**config.mk**
```make
export PLATFORM = sky130hd
export DESIGN_NAME = retransmit_queue_cumulative_ack
export DESIGN_NICKNAME = d
export VERILOG_FILES = /design/src/hdl/rqca_pkg.sv /design/src/hdl/rqca_ram.sv /design/src/hdl/rqca_front.sv /design/src/hdl/rqca_back.sv /design/src/hdl/rqca_outq.sv /design/src/hdl/retransmit_queue_cumulative_ack.sv
export SDC_FILE = /design/constraint.sdc
export NUM_CORES = 2
export LEC_CHECK = 0
export BUFFER_PORTS_ARGS = -buffer_cell sky130_fd_sc_hd__buf_2
export CELL_PAD_IN_SITES_DETAIL_PLACEMENT = 0
export CELL_PAD_IN_SITES_GLOBAL_PLACEMENT = 1
export CORE_UTILIZATION = 40
export CTS_CLUSTER_DIAMETER = 30
export DETAILED_ROUTE_END_ITERATION = 12
export GPL_TIMING_DRIVEN = 0
export PLACE_DENSITY_LB_ADDON = 0.1
export SYNTH_ARGS = -nofsm -noshare
export SYNTH_HDL_FRONTEND = slang
export SYNTH_SLANG_ARGS = --single-unit
```
**constraint.sdc**
```tcl
create_clock -name clk -period 8.6 [get_ports clk]
set_clock_uncertainty 0.05 [all_clocks]
set_input_delay 1.72 -clock clk [delete_from_list [all_inputs] [get_ports clk]]
set_output_delay 1.72 -clock clk [all_outputs]
set_load 0.02 [all_outputs]
```
**src/hdl/rqca_pkg.sv**
```systemverilog
// shared types, widths and codes of the retransmit queue
package rqca_pkg;

	localparam int QUEUE_DEPTH = 16;
	localparam int PTR_W       = $clog2(QUEUE_DEPTH);
	localparam int CNT_W       = $clog2(QUEUE_DEPTH + 1);
	localparam int MODE_W      = 3;
	localparam int HANDLE_W    = 16;
	localparam int ACK_W       = 31;
	localparam int TIME_W      = 32;
	localparam int TMO_W       = 16;

	localparam logic [TMO_W-1:0] TIMEOUT_RESET = 16'd5;

	// input mode codes
	localparam logic [MODE_W-1:0] MODE_ENQ        = 3'd0;
	localparam logic [MODE_W-1:0] MODE_DEQ        = 3'd1;
	localparam logic [MODE_W-1:0] MODE_ACK        = 3'd2;
	localparam logic [MODE_W-1:0] MODE_RESEND_EXP = 3'd3;
	localparam logic [MODE_W-1:0] MODE_RESEND_ALL = 3'd4;

	// result kind codes
	localparam logic KIND_STATUS = 1'b0;
	localparam logic KIND_RESEND = 1'b1;

	typedef enum logic [2:0] {
		OP_NOP,
		OP_ENQ,
		OP_DEQ,
		OP_ACK,
		OP_RESEND
	} op_t;

	typedef struct packed {
		op_t                 op;
		logic                resend_all;
		logic [HANDLE_W-1:0] handle;
		logic [ACK_W-1:0]    mack;
		logic [ACK_W-1:0]    ackv;
		logic [TIME_W-1:0]   now;
	} cmd_t;

	typedef struct packed {
		logic                kind;
		logic [HANDLE_W-1:0] handle;
		logic                is_empty;
		logic [CNT_W-1:0]    count;
		logic                overflow;
		logic                last;
	} result_t;

endpackage

```
**src/hdl/rqca_ram.sv**
```systemverilog
// generic single write port ram with registered read
module rqca_ram #(
	parameter int WIDTH = 16,
	parameter int DEPTH = 16
) (
	input  logic                     clk,
	input  logic                     we,
	input  logic [$clog2(DEPTH)-1:0] waddr,
	input  logic [WIDTH-1:0]         wdata,
	input  logic                     re,
	input  logic [$clog2(DEPTH)-1:0] raddr,
	output logic [WIDTH-1:0]         rdata
);

	logic [WIDTH-1:0] mem_q [DEPTH];

	always_ff @(posedge clk) begin
		if (we) begin
			mem_q[waddr] <= wdata;
		end
		if (re) begin
			rdata <= mem_q[raddr];
		end
	end

endmodule

```
**src/hdl/rqca_front.sv**
```systemverilog
// front end: accepts input beats, decodes the mode and queues commands
module rqca_front (
	input  logic                           clk,
	input  logic                           arst_n,
	input  logic                           push,
	output logic                           full,
	input  logic [rqca_pkg::MODE_W-1:0]    mode,
	input  logic [rqca_pkg::HANDLE_W-1:0]  message_handle,
	input  logic [rqca_pkg::ACK_W-1:0]     message_ack,
	input  logic [rqca_pkg::ACK_W-1:0]     ack_value,
	input  logic [rqca_pkg::TIME_W-1:0]    now_sec,
	output logic                           cmd_valid,
	output rqca_pkg::cmd_t                 cmd,
	input  logic                           cmd_take
);
	import rqca_pkg::*;

	cmd_t       slot_q [2];
	logic       wr_q;
	logic       rd_q;
	logic [1:0] cnt_q;
	cmd_t       dec;
	logic       do_push;
	logic       do_pop;

	always_comb begin
		dec            = '0;
		dec.handle     = message_handle;
		dec.mack       = message_ack;
		dec.ackv       = ack_value;
		dec.now        = now_sec;
		dec.resend_all = 1'b0;
		unique case (mode)
			MODE_ENQ:        dec.op = OP_ENQ;
			MODE_DEQ:        dec.op = OP_DEQ;
			MODE_ACK:        dec.op = OP_ACK;
			MODE_RESEND_EXP: dec.op = OP_RESEND;
			MODE_RESEND_ALL: begin
				dec.op         = OP_RESEND;
				dec.resend_all = 1'b1;
			end
			default:         dec.op = OP_NOP;
		endcase
	end

	assign full      = (cnt_q == 2'd2);
	assign cmd_valid = (cnt_q != 2'd0);
	assign cmd       = slot_q[rd_q];
	assign do_push   = push && !full;
	assign do_pop    = cmd_take && cmd_valid;

	always_ff @(posedge clk) begin
		if (do_push) begin
			slot_q[wr_q] <= dec;
		end
	end

	always_ff @(posedge clk or negedge arst_n) begin
		if (!arst_n) begin
			wr_q  <= 1'b0;
			rd_q  <= 1'b0;
			cnt_q <= 2'd0;
		end else begin
			if (do_push) begin
				wr_q <= ~wr_q;
			end
			if (do_pop) begin
				rd_q <= ~rd_q;
			end
			cnt_q <= cnt_q + {1'b0, do_push} - {1'b0, do_pop};
		end
	end

endmodule

```
**src/hdl/rqca_back.sv**
```systemverilog
// back end: owns the entry memories and pointers and sequences each command
module rqca_back (
	input  logic                          clk,
	input  logic                          arst_n,
	input  logic                          cmd_valid,
	input  rqca_pkg::cmd_t                cmd,
	output logic                          cmd_take,
	input  logic [rqca_pkg::TMO_W-1:0]    timeout_sec,
	output logic                          res_valid,
	output rqca_pkg::result_t             res,
	input  logic                          res_ready
);
	import rqca_pkg::*;

	typedef enum logic [8:0] {
		ST_IDLE     = 9'b000000001,
		ST_DEQ_RD   = 9'b000000010,
		ST_DEQ_OUT  = 9'b000000100,
		ST_ACK_RD   = 9'b000001000,
		ST_ACK_CHK  = 9'b000010000,
		ST_SCAN_RD  = 9'b000100000,
		ST_SCAN_CHK = 9'b001000000,
		ST_STAT_RD  = 9'b010000000,
		ST_STAT_OUT = 9'b100000000
	} state_t;

	function automatic logic [PTR_W-1:0] next_slot(input logic [PTR_W-1:0] p);
		return (p == PTR_W'(QUEUE_DEPTH - 1)) ? '0 : p + 1'b1;
	endfunction

	state_t            state_q, state_d;
	cmd_t              cmd_q, cmd_d;
	logic [PTR_W-1:0]  head_q, head_d;
	logic [PTR_W-1:0]  tail_q, tail_d;
	logic [CNT_W-1:0]  occ_q, occ_d;
	logic [PTR_W-1:0]  scan_ptr_q, scan_ptr_d;
	logic [CNT_W-1:0]  scan_left_q, scan_left_d;
	logic              ovf_q, ovf_d;

	logic                entry_we;
	logic                stamp_we;
	logic [PTR_W-1:0]    waddr;
	logic [TIME_W-1:0]   stamp_wdata;
	logic                re;
	logic [PTR_W-1:0]    raddr;
	logic [HANDLE_W-1:0] handle_rd;
	logic [ACK_W-1:0]    ack_rd;
	logic [TIME_W-1:0]   stamp_rd;
	logic [TIME_W-1:0]   age;
	logic                send;

	rqca_ram #(.WIDTH(HANDLE_W), .DEPTH(QUEUE_DEPTH)) u_handles (
		.clk   (clk),
		.we    (entry_we),
		.waddr (waddr),
		.wdata (cmd.handle),
		.re    (re),
		.raddr (raddr),
		.rdata (handle_rd)
	);

	rqca_ram #(.WIDTH(ACK_W), .DEPTH(QUEUE_DEPTH)) u_acks (
		.clk   (clk),
		.we    (entry_we),
		.waddr (waddr),
		.wdata (cmd.mack),
		.re    (re),
		.raddr (raddr),
		.rdata (ack_rd)
	);

	rqca_ram #(.WIDTH(TIME_W), .DEPTH(QUEUE_DEPTH)) u_stamps (
		.clk   (clk),
		.we    (stamp_we),
		.waddr (waddr),
		.wdata (stamp_wdata),
		.re    (re),
		.raddr (raddr),
		.rdata (stamp_rd)
	);

	// wrapping age against the registered stamp
	assign age  = cmd_q.now - stamp_rd;
	assign send = cmd_q.resend_all || (age > {{(TIME_W-TMO_W){1'b0}}, timeout_sec});

	always_comb begin
		state_d     = state_q;
		cmd_d       = cmd_q;
		head_d      = head_q;
		tail_d      = tail_q;
		occ_d       = occ_q;
		scan_ptr_d  = scan_ptr_q;
		scan_left_d = scan_left_q;
		ovf_d       = ovf_q;
		cmd_take    = 1'b0;
		entry_we    = 1'b0;
		stamp_we    = 1'b0;
		waddr       = tail_q;
		stamp_wdata = cmd.now;
		re          = 1'b0;
		raddr       = head_q;
		res_valid   = 1'b0;
		res         = '0;

		unique case (state_q)
			ST_IDLE: begin
				if (cmd_valid) begin
					cmd_take = 1'b1;
					cmd_d    = cmd;
					ovf_d    = 1'b0;
					unique case (cmd.op)
						OP_ENQ: begin
							if (occ_q == CNT_W'(QUEUE_DEPTH)) begin
								ovf_d = 1'b1;
							end else begin
								entry_we = 1'b1;
								stamp_we = 1'b1;
								tail_d   = next_slot(tail_q);
								occ_d    = occ_q + 1'b1;
							end
							state_d = ST_STAT_RD;
						end
						OP_DEQ:  state_d = ST_DEQ_RD;
						OP_ACK:  state_d = ST_ACK_RD;
						OP_RESEND: begin
							scan_ptr_d  = head_q;
							scan_left_d = occ_q;
							state_d     = ST_SCAN_RD;
						end
						default: state_d = ST_STAT_RD;
					endcase
				end
			end
			ST_DEQ_RD: begin
				re      = 1'b1;
				state_d = ST_DEQ_OUT;
			end
			ST_DEQ_OUT: begin
				res_valid = 1'b1;
				res.kind  = KIND_STATUS;
				res.last  = 1'b1;
				if (occ_q == '0) begin
					res.is_empty = 1'b1;
				end else begin
					res.handle = handle_rd;
					res.count  = occ_q - 1'b1;
				end
				if (res_ready) begin
					if (occ_q != '0) begin
						head_d = next_slot(head_q);
						occ_d  = occ_q - 1'b1;
					end
					state_d = ST_IDLE;
				end
			end
			ST_ACK_RD: begin
				if (occ_q == '0) begin
					state_d = ST_STAT_RD;
				end else begin
					re      = 1'b1;
					state_d = ST_ACK_CHK;
				end
			end
			ST_ACK_CHK: begin
				// drop the head while its number is below the cumulative ack
				if (ack_rd < cmd_q.ackv) begin
					head_d  = next_slot(head_q);
					occ_d   = occ_q - 1'b1;
					state_d = ST_ACK_RD;
				end else begin
					state_d = ST_STAT_RD;
				end
			end
			ST_SCAN_RD: begin
				if (scan_left_q == '0) begin
					state_d = ST_STAT_RD;
				end else begin
					re      = 1'b1;
					raddr   = scan_ptr_q;
					state_d = ST_SCAN_CHK;
				end
			end
			ST_SCAN_CHK: begin
				if (!send) begin
					scan_ptr_d  = next_slot(scan_ptr_q);
					scan_left_d = scan_left_q - 1'b1;
					state_d     = ST_SCAN_RD;
				end else begin
					res_valid  = 1'b1;
					res.kind   = KIND_RESEND;
					res.handle = handle_rd;
					res.count  = occ_q;
					if (res_ready) begin
						// restamp the entry as it goes out
						stamp_we    = 1'b1;
						waddr       = scan_ptr_q;
						stamp_wdata = cmd_q.now;
						scan_ptr_d  = next_slot(scan_ptr_q);
						scan_left_d = scan_left_q - 1'b1;
						state_d     = ST_SCAN_RD;
					end
				end
			end
			ST_STAT_RD: begin
				re      = 1'b1;
				state_d = ST_STAT_OUT;
			end
			ST_STAT_OUT: begin
				res_valid    = 1'b1;
				res.kind     = KIND_STATUS;
				res.is_empty = (occ_q == '0);
				res.handle   = (occ_q == '0) ? '0 : handle_rd;
				res.count    = occ_q;
				res.overflow = ovf_q;
				res.last     = 1'b1;
				if (res_ready) begin
					state_d = ST_IDLE;
				end
			end
			default: state_d = ST_IDLE;
		endcase
	end

	always_ff @(posedge clk) begin
		cmd_q       <= cmd_d;
		scan_ptr_q  <= scan_ptr_d;
		scan_left_q <= scan_left_d;
		ovf_q       <= ovf_d;
	end

	always_ff @(posedge clk or negedge arst_n) begin
		if (!arst_n) begin
			state_q <= ST_IDLE;
			head_q  <= '0;
			tail_q  <= '0;
			occ_q   <= '0;
		end else begin
			state_q <= state_d;
			head_q  <= head_d;
			tail_q  <= tail_d;
			occ_q   <= occ_d;
		end
	end

endmodule

```
**src/hdl/rqca_outq.sv**
```systemverilog
// two-entry result queue between the back end and the result ports
module rqca_outq (
	input  logic               clk,
	input  logic               arst_n,
	input  logic               res_valid,
	input  rqca_pkg::result_t  res,
	output logic               res_ready,
	output logic               empty,
	input  logic               pop,
	output rqca_pkg::result_t  head
);
	import rqca_pkg::*;

	result_t    slot_q [2];
	logic       wr_q;
	logic       rd_q;
	logic [1:0] cnt_q;
	logic       do_push;
	logic       do_pop;

	assign res_ready = (cnt_q != 2'd2);
	assign empty     = (cnt_q == 2'd0);
	assign head      = slot_q[rd_q];
	assign do_push   = res_valid && res_ready;
	assign do_pop    = pop && !empty;

	always_ff @(posedge clk) begin
		if (do_push) begin
			slot_q[wr_q] <= res;
		end
	end

	always_ff @(posedge clk or negedge arst_n) begin
		if (!arst_n) begin
			wr_q  <= 1'b0;
			rd_q  <= 1'b0;
			cnt_q <= 2'd0;
		end else begin
			if (do_push) begin
				wr_q <= ~wr_q;
			end
			if (do_pop) begin
				rd_q <= ~rd_q;
			end
			cnt_q <= cnt_q + {1'b0, do_push} - {1'b0, do_pop};
		end
	end

endmodule

```
**src/hdl/retransmit_queue_cumulative_ack.sv**
```systemverilog
// top level of the retransmit queue with cumulative acknowledgement
// enqueue, dequeue or no-op: a read state, then an output state that offers the status beat
// acknowledge: reads and checks the head, dropping it while below the ack, then a status beat
// resend: the read-then-check loop visits every entry from the head, then a status beat
// throughput: one command at a time in the back end; two commands may wait in front of it
// reset: pointers, occupancy and both queues cleared, timeout_sec back to 5; memories kept
module retransmit_queue_cumulative_ack (
	input  logic                           clk,
	input  logic                           arst_n,
	// configuration port
	input  logic                           psel,
	input  logic                           penable,
	input  logic                           pwrite,
	input  logic [2:0]                     paddr,
	input  logic [31:0]                    pwdata,
	output logic [31:0]                    prdata,
	output logic                           pready,
	// command side
	input  logic                           push,
	output logic                           full,
	input  logic [rqca_pkg::MODE_W-1:0]    mode,
	input  logic [rqca_pkg::HANDLE_W-1:0]  message_handle,
	input  logic [rqca_pkg::ACK_W-1:0]     message_ack,
	input  logic [rqca_pkg::ACK_W-1:0]     ack_value,
	input  logic [rqca_pkg::TIME_W-1:0]    now_sec,
	// result side
	output logic                           empty,
	input  logic                           pop,
	output logic                           kind,
	output logic [rqca_pkg::HANDLE_W-1:0]  handle_out,
	output logic                           is_empty,
	output logic [rqca_pkg::CNT_W-1:0]     entry_count,
	output logic                           overflow,
	output logic                           last
);
	import rqca_pkg::*;

	logic [TMO_W-1:0] timeout_q;
	logic             cfg_sel;
	logic             cmd_valid;
	cmd_t             cmd;
	logic             cmd_take;
	logic             res_valid;
	result_t          res;
	logic             res_ready;
	result_t          head;

	// only one register, at word 0; the low address bits are don't-care
	assign cfg_sel = !paddr[2];
	assign pready  = 1'b1;
	assign prdata  = cfg_sel ? {{(32-TMO_W){1'b0}}, timeout_q} : '0;

	always_ff @(posedge clk or negedge arst_n) begin
		if (!arst_n) begin
			timeout_q <= TIMEOUT_RESET;
		end else if (psel && penable && pwrite && pready && cfg_sel) begin
			timeout_q <= pwdata[TMO_W-1:0];
		end
	end

	// front end decodes each beat into a command and buffers it
	rqca_front u_front (
		.clk            (clk),
		.arst_n         (arst_n),
		.push           (push),
		.full           (full),
		.mode           (mode),
		.message_handle (message_handle),
		.message_ack    (message_ack),
		.ack_value      (ack_value),
		.now_sec        (now_sec),
		.cmd_valid      (cmd_valid),
		.cmd            (cmd),
		.cmd_take       (cmd_take)
	);

	// back end walks the entries and produces resend and status beats
	rqca_back u_back (
		.clk         (clk),
		.arst_n      (arst_n),
		.cmd_valid   (cmd_valid),
		.cmd         (cmd),
		.cmd_take    (cmd_take),
		.timeout_sec (timeout_q),
		.res_valid   (res_valid),
		.res         (res),
		.res_ready   (res_ready)
	);

	// results wait here, up to two, so the back end need not stall at once when the consumer does
	rqca_outq u_outq (
		.clk       (clk),
		.arst_n    (arst_n),
		.res_valid (res_valid),
		.res       (res),
		.res_ready (res_ready),
		.empty     (empty),
		.pop       (pop),
		.head      (head)
	);

	assign kind        = head.kind;
	assign handle_out  = head.handle;
	assign is_empty    = head.is_empty;
	assign entry_count = head.count;
	assign overflow    = head.overflow;
	assign last        = head.last;

endmodule

```
==> qor.csv <==
stage;metric;value;unit
run_status;status;finished clean;
die;core area;0.1723;sq mm
global_routing;initial antenna violation count;5;
sta;Least-Margin Pin Slew;1.226;ns
cells_and_area;share of layout cells above drive strength 1;0.3216;
clocking;CTS root buffer;clkbuf_16;
die;IO Pins;215;
sta;setup TNS;0;ns
synthesis;Ys Warns;0;
global_routing;largest net degree at the start of global routing;48;
synthesis;sequential cell area fraction in the yosys report;0.7469;
clocking;Inserted Clock Buffers;399;
global_routing;Global Route Usage Sum;0.2097;
sta;Peak Freq;138.5;MHz
cells_and_area;Final Util;0.5166;
sta;fin crit period;7.219;ns
clocking;clock network latency to the later pin of the worst-skew pair;0.94;ns
pwr;Pwr Density;384.4;mW/mm^2
sta;max-slew violations;0;
sta;final hold viol count;0;
cells_and_area;fin nets;4562;
clocking;Max Buffers Root-to-Sink;4;
synthesis;Netlist Area Pre-Place;0.06970;sq mm
setup_path;Crit Path Class;reg2reg;
placed_design;IO buf count;178;
die;Initial Util;0.4045;
routing;drt total wl;182500;microns
cells_and_area;highest-count cells in the layout ignoring fill and taps;edfxtp_1 (1695), clkbuf_16 (402), mux4_2 (316);
routing;DRC viols;0;
synthesis;Async S/R FF share, synth;0.02642;
sta;Setup violations, final;0;
flow_run;max_cap viols;0;
clocking;Clock transition at path regs;0.04;ns
cells_and_area;most common cell after layout, fill and taps aside;edfxtp_1;
synthesis;flip-flop and latch count after synthesis;1741;
sta;Hold WS;0.4505;ns
routing;routed len/inst;26.27;microns
die;die height;419.4;microns
routing;First-pass DRT Iterations;5;
routing;Iteration-0 DRC Markers;2996;
sta;Relative slew margins;0.1828;
setup_path;CP max stage delay;0.81;ns
clocking;# Post-CTS Setup Buffers;0;
die;row count;152;
setup_path;critical path required time;9.22;ns
clocking;CTS resizes;0;
setup_path;CP max stage cell;o41ai_2;
synthesis;Mapped Avg Cell Area;19.15;sq um
die;full die area;0.1759;sq mm
setup_path;Critical Path AT;7.84;ns
synthesis;Distinct cells, synth;82;
routing;post-route ant nets;0;
placed_design;Placer Congestion;0.7647;
pwr;Peak VDD IR;238.7;uV
setup_path;crit path cell chain;ha_1 -> fa_1 -> nand2b_1 -> a21oi_2 -> o211ai_1 -> a211oi_1 -> nor2_1 -> xnor2_1 -> ha_1 -> and3_1 -> nand4_1 -> nor2_1 -> a211oi_1 -> a31oi_1 -> or4_1 -> or4_4 -> o41ai_2 -> nand2_1 -> clkbuf_1 -> and2_1;
global_routing;overflow left after global routing;0;
setup_path;CP Capture Type;register;
synthesis;Post-Synthesis Cells;3640;
clocking;H-tree levels;5;
routing;DR vias;36843;
global_routing;met1 usage;0.2879;
synthesis;count of flip-flops with a built-in enable after synthesis;1695;
global_routing;M2 GR Usage;0.3261;
sta;fin crit share;0.8394;
sta;Final WS setup;1.381;ns
global_routing;first-pass GRT wire length;264800;microns
clocking;CTS sink cnt;1741;
placed_design;pre-CTS setup slack;1.257;ns
setup_path;crit-path max FO;10;
global_routing;vias in the first global route;38626;
hold_path;hold crit path type;reg2reg;
global_routing;M3 GR Usage;0.05166;
sta;unrepaired setup endpoints after global routing;false;
cells_and_area;Area Growth Syn to Fin;27.71;%
global_routing;busiest grt layer;met2;
pwr;Pleak;30.91;nW
setup_path;crit path launch type;register;
clocking;TritonCTS clock tree;yes;
synthesis;Primary FF master, synth;edfxtp_1;
routing;DR vias/cell;5.303;
die;Die W;419.4;microns
clocking;Post-CTS Hold Fix Bufs;0;
placed_design;dpl hpwl;120000;microns
-- Yosys cell counts, types with 8 or more instances --
| cell type | number | area share |
|---|---|---|
| edfxtp_1 | 1695 | 0.73 |
| mux4_2 | 316 | 0.10 |
| nand2_1 | 245 | 0.013 |
| mux2_2 | 159 | 0.026 |
| clkbuf_1 | 112 | 0.0060 |
| inv_1 | 105 | 0.0057 |
| and2_1 | 101 | 0.0091 |
| a211oi_1 | 89 | 0.0096 |
| a31oi_1 | 86 | 0.0077 |
| ha_1 | 86 | 0.015 |
| nor2_1 | 77 | 0.0041 |
| a21oi_1 | 49 | 0.0035 |
| o21ai_0 | 48 | 0.0034 |
| dfrtp_1 | 43 | 0.015 |
| buf_1 | 35 | 0.0019 |
| mux2_4 | 30 | 0.0065 |
| xnor2_1 | 30 | 0.0038 |
| a21o_1 | 27 | 0.0029 |
| nor3_1 | 27 | 0.0019 |
| nand2b_1 | 20 | 0.0018 |
| nand4_1 | 20 | 0.0018 |
| buf_2 | 19 | 0.0014 |
| nand3_1 | 18 | 0.0013 |
| buf_4 | 17 | 0.0018 |
| xor2_1 | 16 | 0.0020 |
| o211ai_1 | 13 | 0.0014 |
| nor2b_1 | 10 | 0.00090 |
| nor4_1 | 10 | 0.00090 |
| o32ai_1 | 10 | 0.0013 |
| nor3b_1 | 8 | 0.00086 |
-- power breakdown --
| part | total (mW) | internal (mW) | leakage, nW | switching (mW) |
|---|---|---|---|---|
| clock | 14.9 | 10.3 | 6.40 | 4.61 |
| combinational | 7.90 | 3.03 | 8.60 | 4.87 |
| sequential | 11.4 | 11.1 | 15.9 | 0.290 |
| total | 34.2 | 24.5 | 30.9 | 9.77 |
-- per-layer routing --
metal	part of all wire	routed length (microns)	vias up
met5	0	0	-
met4	0.028	5045	0
met3	0.063	11590	333
met2	0.47	85110	1102
met1	0.44	80780	19219
li1	-	-	16189
-- critical path, delay by kind of cell (launching register included) --
kind | cells | cell delay (ns)
AOI/OAI and AO/OA | 6 | 2.32
xor gates and xnor gates | 1 | 0.22
adders and majority gates | 3 | 0.93
buffers and inverters | 1 | 0.44
DFF | 1 | 0.37
and+or+nand+nor | 9 | 2.65
-- cell type report --
type / instances / area (sq um)
clock buffer: 462 / 10300
inverter: 105 / 394.1
multi-input combinational: 1620 / 16810
tap: 2310 / 2890
timing repair buffer: 264 / 2606
clock inverter: 255 / 3068
antenna: 1 / 2.502
fill: 14025 / 83290
sequential: 1741 / 52050
buffer: 189 / 879.6
-- state kept, by name, summed over array words and instances (netlist names), 5 cells and up --
register                count
timeout_q                  16
u_back.u_handles.rdata     16
u_back.scan_left_q          5
u_back.occ_q                5
u_front.slot_q            228
u_back.u_stamps.rdata      32
u_outq.slot_q              50
u_back.u_stamps.mem_q     512
u_back.u_acks.rdata        31
u_back.state_q              9
u_back.cmd_q               64
u_back.u_acks.mem_q       496
u_back.u_handles.mem_q    256
-- kinds of logic after synthesis --
| logic type | count (synthesis) | synth area share |
|---|---|---|
| flip-flops | 1741 | 0.7469 |
| adder cells (fa/ha/maj) | 87 | 0.01573 |
| AO/OA/AOI/OAI | 388 | 0.03829 |
| multiplexers | 511 | 0.1351 |
| AND/OR/NAND/NOR | 571 | 0.04000 |
| other | 2 | 0.0001078 |
| buffers and inverters | 294 | 0.01811 |
| XOR/XNOR | 46 | 0.005780 |
-- final timing paths --
kind / startpoint / to / slack (ns) / depth (start not counted)
hold / removal: timeout_q[1] / timeout_q[1] / 0.45 / 1
max in group asynchronous: arst_n / u_front.cnt_q[0] / 6.67 / 1
setup reg to reg: u_back.u_stamps.rdata[0] / u_outq.slot_q[0][17] / 1.38 / 20
min in group asynchronous: arst_n / timeout_q[11] / 1.02 / 1
hold reg to reg: timeout_q[1] / timeout_q[1] / 0.45 / 1
setup / recovery: u_back.u_stamps.rdata[0] / u_outq.slot_q[0][17] / 1.38 / 20
-- metrics by stage --
stage               power [mW]  instance area [sq um]  instances
finish                   34.22                  89010       6947
global route             35.68                  89010       6946
CTS                      34.61                  88990       6945
detailed placement       19.56                  75610       6228
global placement         18.72                  73550       6143
floorplan                16.69                  69770       3655
Power figures use the tool's default switching activity.
